**src/design/pcbp_pkg.sv**
```systemverilog
// Shared types, constants and code tables of the prefix code bit packer.
package pcbp_pkg;

  // Field widths.
  localparam int CodeW  = 16;
  localparam int LenW   = 5;
  localparam int ModeW  = 3;
  localparam int SymW   = 8;
  localparam int ByteW  = 8;
  localparam int TotalW = 32;

  // Residual bits plus one longest code word.
  localparam int BufW  = CodeW + ByteW;
  localparam int FillW = 5;

  // Depth of the queue between classifier and packer.
  localparam int QueueDepth = 2;
  localparam int QPtrW      = $clog2(QueueDepth);
  localparam int QCntW      = $clog2(QueueDepth + 1);

  // Opcodes of an input transaction.
  typedef logic [1:0] opcode_t;
  localparam opcode_t OP_ENCODE = 2'd0;
  localparam opcode_t OP_RAW    = 2'd1;
  localparam opcode_t OP_END    = 2'd2;

  // Code modes.
  typedef logic [ModeW-1:0] mode_t;
  localparam mode_t MODE_BYTE_6_16    = 3'd0;
  localparam mode_t MODE_BYTE_4_8_16  = 3'd1;
  localparam mode_t MODE_NIB_UNARY    = 3'd2;
  localparam mode_t MODE_NIB_3_TO_11  = 3'd3;
  localparam mode_t MODE_NIB_3_5_8    = 3'd4;

  // Configuration register indexes.
  localparam logic CFG_CODE_MODE  = 1'b0;
  localparam logic CFG_END_MARKER = 1'b1;

  // Result kinds.
  localparam logic KIND_BYTE  = 1'b0;
  localparam logic KIND_COUNT = 1'b1;

  // One classified work item: a right-aligned code word and its length.
  typedef struct packed {
    logic             is_end;
    logic [CodeW-1:0] code;
    logic [LenW-1:0]  len;
  } code_item_t;

  // Nibble code with lengths 1, 3, 5, 7, 9 and 11.
  function automatic logic [CodeW-1:0] nib35_code(input logic [3:0] nib);
    logic [CodeW-1:0] c;
    case (nib)
      4'd0:    c = 16'h000;
      4'd1:    c = 16'h004;
      4'd2:    c = 16'h005;
      4'd3:    c = 16'h006;
      4'd4:    c = 16'h01C;
      4'd5:    c = 16'h01D;
      4'd6:    c = 16'h01E;
      4'd7:    c = 16'h07C;
      4'd8:    c = 16'h07D;
      4'd9:    c = 16'h07E;
      4'd10:   c = 16'h1FC;
      4'd11:   c = 16'h1FD;
      4'd12:   c = 16'h1FE;
      4'd13:   c = 16'h7FC;
      4'd14:   c = 16'h7FD;
      default: c = 16'h7FE;
    endcase
    return c;
  endfunction

  function automatic logic [LenW-1:0] nib35_len(input logic [3:0] nib);
    logic [LenW-1:0] l;
    case (nib)
      4'd0:                  l = 5'd1;
      4'd1, 4'd2, 4'd3:      l = 5'd3;
      4'd4, 4'd5, 4'd6:      l = 5'd5;
      4'd7, 4'd8, 4'd9:      l = 5'd7;
      4'd10, 4'd11, 4'd12:   l = 5'd9;
      default:               l = 5'd11;
    endcase
    return l;
  endfunction

  // Nibble code with lengths 3, 5 and 8.
  function automatic logic [CodeW-1:0] nib358_code(input logic [3:0] nib);
    logic [CodeW-1:0] c;
    case (nib)
      4'd7:    c = 16'h1C;
      4'd8:    c = 16'h1D;
      4'd9:    c = 16'h1E;
      4'd10:   c = 16'hF8;
      4'd11:   c = 16'hF9;
      4'd12:   c = 16'hFA;
      4'd13:   c = 16'hFB;
      4'd14:   c = 16'hFC;
      4'd15:   c = 16'hFD;
      default: c = {12'h000, nib};
    endcase
    return c;
  endfunction

  function automatic logic [LenW-1:0] nib358_len(input logic [3:0] nib);
    logic [LenW-1:0] l;
    if (nib < 4'd7) begin
      l = 5'd3;
    end else if (nib < 4'd10) begin
      l = 5'd5;
    end else begin
      l = 5'd8;
    end
    return l;
  endfunction

endpackage

```
**src/design/prefix_code_bit_packer.sv**
```systemverilog
// Top level of the prefix code bit packer.
//
// Each input transaction is turned into a code word of up to 16 bits (by the
// selected code mode, as raw bits, or as the end marker), and the bits are
// packed MSB first into bytes that leave on the master stream, one result
// per cycle while m_axis_tready allows. A front end classifies transactions
// and feeds a two-entry queue; the back end merges one code word into its
// bit buffer whenever fewer than eight bits remain, so the packer's single
// output byte per cycle sets the rate. An end transaction gives two or three
// bytes, then the byte count, which carries tlast and tuser high, and the next
// code word is only merged in the cycle after the count. tlast marks the last
// result of each input transaction. Configuration must be written through
// cfg_we only while idle; the block itself does not enforce this.
module prefix_code_bit_packer import pcbp_pkg::*; (
  input  logic        clk,
  input  logic        rst,
  // Configuration write port.
  input  logic        cfg_we,
  input  logic        cfg_index,
  input  logic [15:0] cfg_data,
  // Input stream.
  input  logic        s_axis_tvalid,
  output logic        s_axis_tready,
  input  logic [31:0] s_axis_tdata,  // symbol[7:0], raw_bits[23:8], raw_length[28:24]
  input  logic [1:0]  s_axis_tuser,  // opcode[1:0]
  // Result stream.
  output logic        m_axis_tvalid,
  input  logic        m_axis_tready,
  output logic [39:0] m_axis_tdata,  // packed_byte[7:0], byte_total[39:8]
  output logic        m_axis_tuser,  // result_kind[0]
  output logic        m_axis_tlast
);

  mode_t            code_mode;
  logic [CodeW-1:0] end_marker;
  logic             q_full;
  logic             q_not_empty;
  logic             push;
  logic             pop;
  code_item_t       push_item;
  code_item_t       q_item;
  logic [ByteW-1:0] out_byte;
  logic [TotalW-1:0] out_total;

  // Configuration registers.
  always_ff @(posedge clk) begin
    if (rst) begin
      code_mode  <= MODE_BYTE_6_16;
      end_marker <= 16'hFFFF;
    end else if (cfg_we) begin
      unique case (cfg_index)
        CFG_CODE_MODE:  code_mode  <= cfg_data[ModeW-1:0];
        CFG_END_MARKER: end_marker <= cfg_data;
        default: ;
      endcase
    end
  end

  pcbp_front u_front (
    .in_valid   (s_axis_tvalid),
    .in_ready   (s_axis_tready),
    .opcode     (s_axis_tuser),
    .symbol     (s_axis_tdata[7:0]),
    .raw_bits   (s_axis_tdata[23:8]),
    .raw_length (s_axis_tdata[28:24]),
    .code_mode  (code_mode),
    .end_marker (end_marker),
    .q_full     (q_full),
    .push       (push),
    .push_item  (push_item)
  );

  pcbp_queue u_queue (
    .clk       (clk),
    .rst       (rst),
    .push      (push),
    .wr_item   (push_item),
    .pop       (pop),
    .full      (q_full),
    .not_empty (q_not_empty),
    .rd_item   (q_item)
  );

  pcbp_back u_back (
    .clk       (clk),
    .rst       (rst),
    .q_valid   (q_not_empty),
    .q_item    (q_item),
    .pop       (pop),
    .out_valid (m_axis_tvalid),
    .out_ready (m_axis_tready),
    .out_kind  (m_axis_tuser),
    .out_byte  (out_byte),
    .out_total (out_total),
    .out_last  (m_axis_tlast)
  );

  assign m_axis_tdata = {out_total, out_byte};

endmodule

```
**src/design/pcbp_front.sv**
```systemverilog
// Front end: accepts input transactions and turns each into a code word and length.
module pcbp_front import pcbp_pkg::*; (
  input  logic              in_valid,
  output logic              in_ready,
  input  opcode_t           opcode,
  input  logic [SymW-1:0]   symbol,
  input  logic [CodeW-1:0]  raw_bits,
  input  logic [LenW-1:0]   raw_length,
  input  mode_t             code_mode,
  input  logic [CodeW-1:0]  end_marker,
  input  logic              q_full,
  output logic              push,
  output code_item_t        push_item
);

  logic [3:0]      nib;
  logic [CodeW-1:0] sym16;
  code_item_t      item;

  assign nib   = symbol[3:0];
  assign sym16 = {8'h00, symbol};

  // Code selection for each opcode and mode.
  always_comb begin
    item = '0;
    case (opcode)
      OP_ENCODE: begin
        unique case (code_mode)
          MODE_BYTE_6_16: begin
            if (symbol < 8'h3F) begin
              item.code = sym16;
              item.len  = 5'd6;
            end else begin
              item.code = 16'hFC00 | {8'h00, symbol - 8'h3F};
              item.len  = 5'd16;
            end
          end
          MODE_BYTE_4_8_16: begin
            if (symbol < 8'h0F) begin
              item.code = sym16;
              item.len  = 5'd4;
            end else if (symbol < 8'h1E) begin
              item.code = {8'h00, symbol + 8'hE1};
              item.len  = 5'd8;
            end else begin
              item.code = sym16 + 16'hFEE2;
              item.len  = 5'd16;
            end
          end
          MODE_NIB_UNARY: begin
            item.code = 16'((17'd1 << ({1'b0, nib} + 5'd1)) - 17'd2);
            item.len  = {1'b0, nib} + 5'd1;
          end
          MODE_NIB_3_TO_11: begin
            item.code = nib35_code(nib);
            item.len  = nib35_len(nib);
          end
          MODE_NIB_3_5_8: begin
            item.code = nib358_code(nib);
            item.len  = nib358_len(nib);
          end
          default: begin
            // Unknown modes write nothing.
            item = '0;
          end
        endcase
      end
      OP_RAW: begin
        item.code = raw_bits;
        item.len  = (raw_length > 5'd16) ? 5'd16 : raw_length;
      end
      OP_END: begin
        item.is_end = 1'b1;
        item.code   = end_marker;
        item.len    = 5'd16;
      end
      default: begin
        item = '0;
      end
    endcase
  end

  // Items that write nothing are accepted and dropped here.
  assign in_ready  = !q_full;
  assign push      = in_valid && !q_full && (item.is_end || (item.len != '0));
  assign push_item = item;

endmodule

```
**src/design/pcbp_queue.sv**
```systemverilog
// Short queue of classified code items between front end and packer.
module pcbp_queue import pcbp_pkg::*; (
  input  logic       clk,
  input  logic       rst,
  input  logic       push,
  input  code_item_t wr_item,
  input  logic       pop,
  output logic       full,
  output logic       not_empty,
  output code_item_t rd_item
);

  code_item_t             entries [QueueDepth];
  logic [QPtrW-1:0]       wr_ptr;
  logic [QPtrW-1:0]       rd_ptr;
  logic [QCntW-1:0]       cnt;

  assign full      = (cnt == QCntW'(QueueDepth));
  assign not_empty = (cnt != '0);
  assign rd_item   = entries[rd_ptr];

  // Pointers and fill count.
  always_ff @(posedge clk) begin
    if (rst) begin
      wr_ptr <= '0;
      rd_ptr <= '0;
      cnt    <= '0;
    end else begin
      if (push) begin
        wr_ptr <= (wr_ptr == QPtrW'(QueueDepth - 1)) ? '0 : wr_ptr + 1'b1;
      end
      if (pop) begin
        rd_ptr <= (rd_ptr == QPtrW'(QueueDepth - 1)) ? '0 : rd_ptr + 1'b1;
      end
      if (push && !pop) begin
        cnt <= cnt + 1'b1;
      end else if (pop && !push) begin
        cnt <= cnt - 1'b1;
      end
    end
  end

  // Entry storage.
  always_ff @(posedge clk) begin
    if (push) begin
      entries[wr_ptr] <= wr_item;
    end
  end

endmodule

```
**src/design/pcbp_back.sv**
```systemverilog
// Back end: packs code words MSB first and emits bytes and the final count.
module pcbp_back import pcbp_pkg::*; (
  input  logic              clk,
  input  logic              rst,
  input  logic              q_valid,
  input  code_item_t        q_item,
  output logic              pop,
  output logic              out_valid,
  input  logic              out_ready,
  output logic              out_kind,
  output logic [ByteW-1:0]  out_byte,
  output logic [TotalW-1:0] out_total,
  output logic              out_last
);

  // Bit buffer: valid bits sit at the top, everything below them is zero.
  logic [BufW-1:0]   bits;
  logic [FillW-1:0]  fill;
  logic              end_pend;
  logic [TotalW-1:0] byte_cnt;

  logic              out_free;
  logic              emit_byte;
  logic              emit_pad;
  logic              emit_cnt;
  logic [BufW-1:0]   bits_shift;
  logic [FillW-1:0]  fill_shift;
  logic              can_load;
  logic [CodeW-1:0]  code_left;
  logic [BufW-1:0]   code_place;
  logic [BufW-1:0]   bits_next;
  logic [FillW-1:0]  fill_next;

  assign out_free  = !out_valid || out_ready;
  assign emit_byte = out_free && (fill >= FillW'(ByteW));
  assign emit_pad  = out_free && (fill < FillW'(ByteW)) && end_pend && (fill != '0);
  assign emit_cnt  = out_free && end_pend && (fill == '0);

  // Drop the top byte when it goes out.
  assign bits_shift = emit_byte ? (bits << ByteW) : bits;
  assign fill_shift = emit_byte ? (fill - FillW'(ByteW)) : fill;

  // A new code is merged once fewer than eight bits remain.
  assign can_load   = !end_pend && (fill_shift < FillW'(ByteW));
  assign pop        = q_valid && can_load;
  assign code_left  = q_item.code << (5'd16 - q_item.len);
  assign code_place = {code_left, {ByteW{1'b0}}} >> fill_shift[2:0];

  always_comb begin
    bits_next = bits_shift;
    fill_next = fill_shift;
    if (pop) begin
      bits_next = bits_shift | code_place;
      fill_next = fill_shift + q_item.len;
    end else if (emit_pad || emit_cnt) begin
      bits_next = '0;
      fill_next = '0;
    end
  end

  // Packer state and byte counter.
  always_ff @(posedge clk) begin
    if (rst) begin
      bits     <= '0;
      fill     <= '0;
      end_pend <= 1'b0;
      byte_cnt <= '0;
    end else begin
      bits <= bits_next;
      fill <= fill_next;
      if (pop) begin
        end_pend <= q_item.is_end;
      end else if (emit_cnt) begin
        end_pend <= 1'b0;
      end
      if (emit_cnt) begin
        byte_cnt <= '0;
      end else if ((emit_byte || emit_pad) && (byte_cnt != '1)) begin
        byte_cnt <= byte_cnt + 1'b1;
      end
    end
  end

  // Output register.
  always_ff @(posedge clk) begin
    if (rst) begin
      out_valid <= 1'b0;
    end else if (out_free) begin
      out_valid <= emit_byte || emit_pad || emit_cnt;
    end
  end

  always_ff @(posedge clk) begin
    if (emit_byte || emit_pad) begin
      out_kind  <= KIND_BYTE;
      out_byte  <= bits[BufW-1 -: ByteW];
      out_total <= '0;
      out_last  <= emit_byte && !end_pend && (fill_shift < FillW'(ByteW));
    end else if (emit_cnt) begin
      out_kind  <= KIND_COUNT;
      out_byte  <= '0;
      out_total <= byte_cnt;
      out_last  <= 1'b1;
    end
  end

`ifndef SYNTHESIS
  // The buffer never holds more than residual bits plus one code word.
  a_fill_bound: assert property (@(posedge clk) disable iff (rst)
    fill <= FillW'(BufW - 1))
    else $error("bit buffer overfilled");

  // Nothing is merged while an end item is being flushed.
  a_no_load_on_end: assert property (@(posedge clk) disable iff (rst)
    end_pend |-> !pop)
    else $error("code merged during end flush");

  // A count result closes its run.
  a_count_last: assert property (@(posedge clk) disable iff (rst)
    (out_valid && (out_kind == KIND_COUNT)) |-> out_last)
    else $error("count result not marked last");

  // The stream restarts from an empty packer after the count.
  a_count_clears: assert property (@(posedge clk) disable iff (rst)
    emit_cnt |=> ((byte_cnt == '0) && (fill == '0) && !end_pend))
    else $error("packer not cleared after count");
`endif

endmodule

```
**config.mk**
```make
export PLATFORM = sky130hd
export DESIGN_NAME = prefix_code_bit_packer
export DESIGN_NICKNAME = d
export VERILOG_FILES = /design/src/design/pcbp_pkg.sv /design/src/design/prefix_code_bit_packer.sv /design/src/design/pcbp_front.sv /design/src/design/pcbp_queue.sv /design/src/design/pcbp_back.sv
export SDC_FILE = /design/constraint.sdc
export NUM_CORES = 1
export LEC_CHECK = 0
export BUFFER_PORTS_ARGS = -buffer_cell sky130_fd_sc_hd__buf_2
export CAP_MARGIN = 10
export CORE_MARGIN = 3
export CORE_UTILIZATION = 55
export CTS_CLUSTER_SIZE = 10
export DETAILED_ROUTE_END_ITERATION = 10
export GPL_TIMING_DRIVEN = 0
export MAX_ROUTING_LAYER = met4
export PLACE_DENSITY_LB_ADDON = 0.05
export SYNTH_ARGS = -nofsm -noshare
export SYNTH_HDL_FRONTEND = slang
export SYNTH_SLANG_ARGS = --single-unit
export TNS_END_PERCENT = 100
```
**constraint.sdc**
```tcl
create_clock -name clk -period 4.4 [get_ports clk]
set_input_delay 0.66 -clock clk [delete_from_list [all_inputs] [get_ports clk]]
set_output_delay 0.66 -clock clk [all_outputs]
set_load 0.01 [all_outputs]
```
==> summary.md <==
| Metric | Value |
|---|---|
| List of cells traversed by the critical path | `buf_6 > buf_2 > mux2i_1 > ha_1 > buf_2 > xnor2_2 > buf_6 > clkbuf_1 > o2111ai_1 > a31oi_1 > a32oi_1 > a222oi_1 > o221ai_1` |
| Final hold violation count | `0` |
| Clock insertion delay at the later pin of the skew report | `430 ps` |
| Highest metal layer used by the detailed router | `met4` |
| Maximum level of the CTS H-tree | `4` |
| Cell Int Power | `3.49 mW` |
| Final setup violation count | `0` |
| Grt total ovfl | `0` |
| PortBufs | `92` |
| Area overhead of the layout relative to synthesis | `12.9%` |
| Number of nets with antenna violations after routing | `0` |
| Count of cell types in the netlist | `91` |
| Final #Nets | `1424` |
| Initial DRC count | `896` |
| TritonCTS clock tree | `done` |
| Required time at the endpoint of the critical path | `4690 ps` |
| Crit path time final | `3940 ps` |
| Sw frac | `0.402` |
| Number of enable-type register cells in the synthesized netlist | `53` |
| Sequential group share of total power | `0.336` |
| Max-capacitance violation count | `0` |
| Share of final-layout standard cells stronger than drive strength 1 | `0.148` |
| Routed wirelength normalized by instance count | `17.9 um` |
| Highest attainable clock frequency | `254 MHz` |
| Starting Density | `0.564` |
| RSZ-0062 raised after global routing | `false` |
| Highest-delay cell along the critical path | `a222oi_1` |
| Post-Synthesis Cells | `1236` |
| Number of buffers created by CTS | `17` |
| Placeable core region | `0.0188 mm^2` |
| Power density normalized to cell area | `486 mW/mm^2` |
| Number of vias per cell after detailed routing | `6.08` |
| Standard cell area after detailed placement | `0.0114 mm^2` |
| Number of pins with negative max-slew slack in the final report | `0` |
| Maximum fanout encountered on the critical timing path | `10` |
| Post-CTS setup repair buffer count | `0` |
| Actual slew at the worst max-slew pin | `1320 ps` |
| Post-route cell area | `0.0120 mm^2` |
| Residual DRC count | `0` |
| Met1 Wirelength | `12800 um` |
| Slowest Stage Delay on Critical Path | `520 ps` |
| Total routing usage reported by global routing | `0.280` |
| Setup TNS | `0 ps` |
| Post-DP HPWL | `21800 um` |
| Hold_buf cts | `0` |
| Leak pwr | `4.58 nW` |
| Gpl congestion | `0.971` |
| Outcome | `finished, final reports clean` |
| Worst hold path type | `reg2reg` |
| Routed vias | `9849` |
| Via count of the first global-routing pass | `9298` |
| Flops & latches, synth | `173` |
| Total standard cell area after synthesis | `0.0106 mm^2` |
| Number of diodes | `0` |
| Routed wire length | `29000 um` |
| Average instance area after synthesis | `8.60 um^2` |
| IR Drop Worst-Case VDD | `0.333 mV` |
| Normalized max-slew margin | `0.116` |
| Number of nets in the synthesized netlist | `1312` |
| CTS Root Cell | `clkbuf_16` |
| Startpoint type of the worst setup path | `flop` |
| Floorplan die width | `145 um` |
| Quantity of gates resized following cts | `0` |
| Chip Height | `145 um` |
| Row cnt | `50` |
| Largest net degree at the start of global routing | `23` |
| Proportion of power drawn by combinational gates | `0.414` |
| Setup ws final | `461 ps` |
| Endpoint kind of the worst setup timing path | `flop` |
| Part of the Yosys area used for sequential elements | `0.376` |
| Number of iterations in the first detailed-routing pass | `5` |
| Number of filler cells placed in the layout | `1659` |
| Clock tree skew after final layout | `10.4 ps` |
| Share of the clock period used by the worst path after layout | `0.895` |
| Met2 routed WL | `13400 um` |
| Async SR Flop Fraction | `0` |
| Met3 WL | `2040 um` |
| Warnings from Yosys | `0` |
| Total die area | `0.0210 mm^2` |
| Number of clock sinks | `173` |
| Post-Place Setup Slack | `95.9 ps` |
| Endpoint arrival time on the critical path | `4220 ps` |
| Wire length of the first global-routing pass | `47700 um` |
| Antenna violations before repair | `0` |
| Power share of the clock group | `0.250` |
| Prevailing post-synth register cell | `dfxtp_1` |
| Number of buffers on the longest clock path | `2` |
| Critical path type | `reg2reg` |
| Switching power summed over all nets | `2.34 mW` |
| Clock slew at the register clock pins of the worst setup and hold paths | `70 ps` |
| Count of boundary I/O pins | `100` |
==> per-stage QoR <==
| stage | power (mW) | instances | utilization | hold WS [ps] |
|---|---|---|---|---|
| global route | 6.17 | 1621 | 0.637 | 466 |
| CTS | 5.82 | 1621 | 0.637 | 449 |
| global placement | 4.33 | 1588 | 0.606 | 440 |
| finish | 5.83 | 1621 | 0.637 | 451 |
| detailed placement | 4.37 | 1589 | 0.607 | 445 |
| floorplan | 3.73 | 1236 | - | 435 |
==> layer usage <==
layer | vias to the layer above | GRT usage
met2 | 422 | 0.443
met1 | 4597 | 0.375
li1 | 4771 | -
met4 | 0 | 0.0841
met5 | - | -
met3 | 59 | 0.0440
==> state kept, by name, indices dropped and copies added (netlist names), 2 cells and up, named ones only <==
register	flops
u_queue.cnt	2
u_back.byte_cnt	32
code_mode	3
u_back.out_byte	8
end_marker	16
u_queue.entries	44
u_back.out_total	32
u_back.bits	24
u_back.fill	5
==> final cells by class <==
type	count	area, um^2	area share
well taps	260	325	0.0271
flip-flops and latches	173	3990	0.333
clock inverters	15	143	0.0119
repair buffers	93	475	0.0396
multi-input cells	955	6180	0.515
clock buffers	17	425	0.0355
inverters	27	101	0.00845
plain buffers	81	350	0.0292
==> worst max-delay path, delay by kind of cell (launching register included) <==
family          cells  cell delay, ps
flops               1             360
xor+xnor            1             380
compound gates      5            1400
fa+ha+maj           1             240
buf+inv             5            1200
mux                 1             190
==> Yosys cell counts (all sizes together) (8+ instances only) <==
library cell | number | area share
a211oi | 12 | 0.0089
a21o | 8 | 0.0057
a21oi | 87 | 0.042
a221o | 13 | 0.012
a22oi | 13 | 0.0092
a31oi | 16 | 0.0094
a32oi | 10 | 0.0082
and2 | 23 | 0.014
buf | 22 | 0.012
clkbuf | 59 | 0.021
dfxtp | 120 | 0.23
edfxtp | 53 | 0.15
ha | 19 | 0.022
inv | 24 | 0.0085
mux2 | 17 | 0.018
mux2i | 57 | 0.055
mux4 | 15 | 0.032
nand2 | 197 | 0.070
nand2b | 8 | 0.0047
nand3 | 73 | 0.034
nand4 | 18 | 0.011
nor2 | 84 | 0.030
nor2b | 20 | 0.012
nor3 | 26 | 0.012
nor4 | 8 | 0.0053
o211ai | 9 | 0.0068
o21ai | 58 | 0.027
o22ai | 12 | 0.0082
or3 | 8 | 0.0047
xnor2 | 27 | 0.025
xor2 | 13 | 0.011
==> logic make-up (layout without fill, tap and decap cells) <==
| kind of cell | after synthesis | count (layout) | synth area share |
|---|---|---|---|
| AO/OA/AOI/OAI | 303 | 303 | 0.192 |
| XOR/XNOR | 40 | 40 | 0.0354 |
| adder cells (fa/ha/maj) | 20 | 20 | 0.0243 |
| buffers and inverters | 108 | 233 | 0.0425 |
| flip-flops | 173 | 173 | 0.376 |
| multiplexers | 89 | 89 | 0.105 |
| AND/OR/NAND/NOR | 503 | 503 | 0.225 |
==> power by group through the flow <==
| stage | sequential (mW) | clock [mW] | combinational (mW) |
|---|---|---|---|
| floorplan | 2.00 | 0 | 1.73 |
| global placement | 1.99 | 0 | 2.35 |
| detailed placement | 1.99 | 0 | 2.37 |
| CTS | 1.96 | 1.47 | 2.39 |
| global route | 1.98 | 1.55 | 2.64 |
| finish | 1.96 | 1.46 | 2.42 |
==> final timing paths <==
check	start	to	slack, ps	cells past startpoint
max reg2reg	u_queue.entries[0][0]$_DFFE_PP_	u_back.bits[16]$_SDFF_PP0_	460	13
max	u_queue.entries[0][0]$_DFFE_PP_	u_back.bits[16]$_SDFF_PP0_	460	13
min reg2reg	u_back.out_total[17]$_SDFFE_PP0P_	u_back.out_total[17]$_SDFFE_PP0P_	450	2
min	u_back.out_total[17]$_SDFFE_PP0P_	u_back.out_total[17]$_SDFFE_PP0P_	450	2
==> placed cells by master, fill, tap and decap left out, types with 10 or more instances in the layout <==
master	count
nor2b_1	19
a221o_1	13
mux2i_1	56
o21ai_0	56
mux2_2	16
a31oi_1	16
a32oi_1	10
buf_2	105
mux4_2	14
edfxtp_1	53
ha_1	19
a22oi_1	13
a21oi_1	84
nor3_1	26
xnor2_1	25
nand2_1	197
nor2_1	83
nand4_1	18
inv_1	21
and2_1	22
o22ai_1	10
a211oi_1	11
dfxtp_1	120
clkbuf_1	59
xor2_1	13
clkbuf_16	17
nand3_1	73
(Power assumes the default switching activity.)
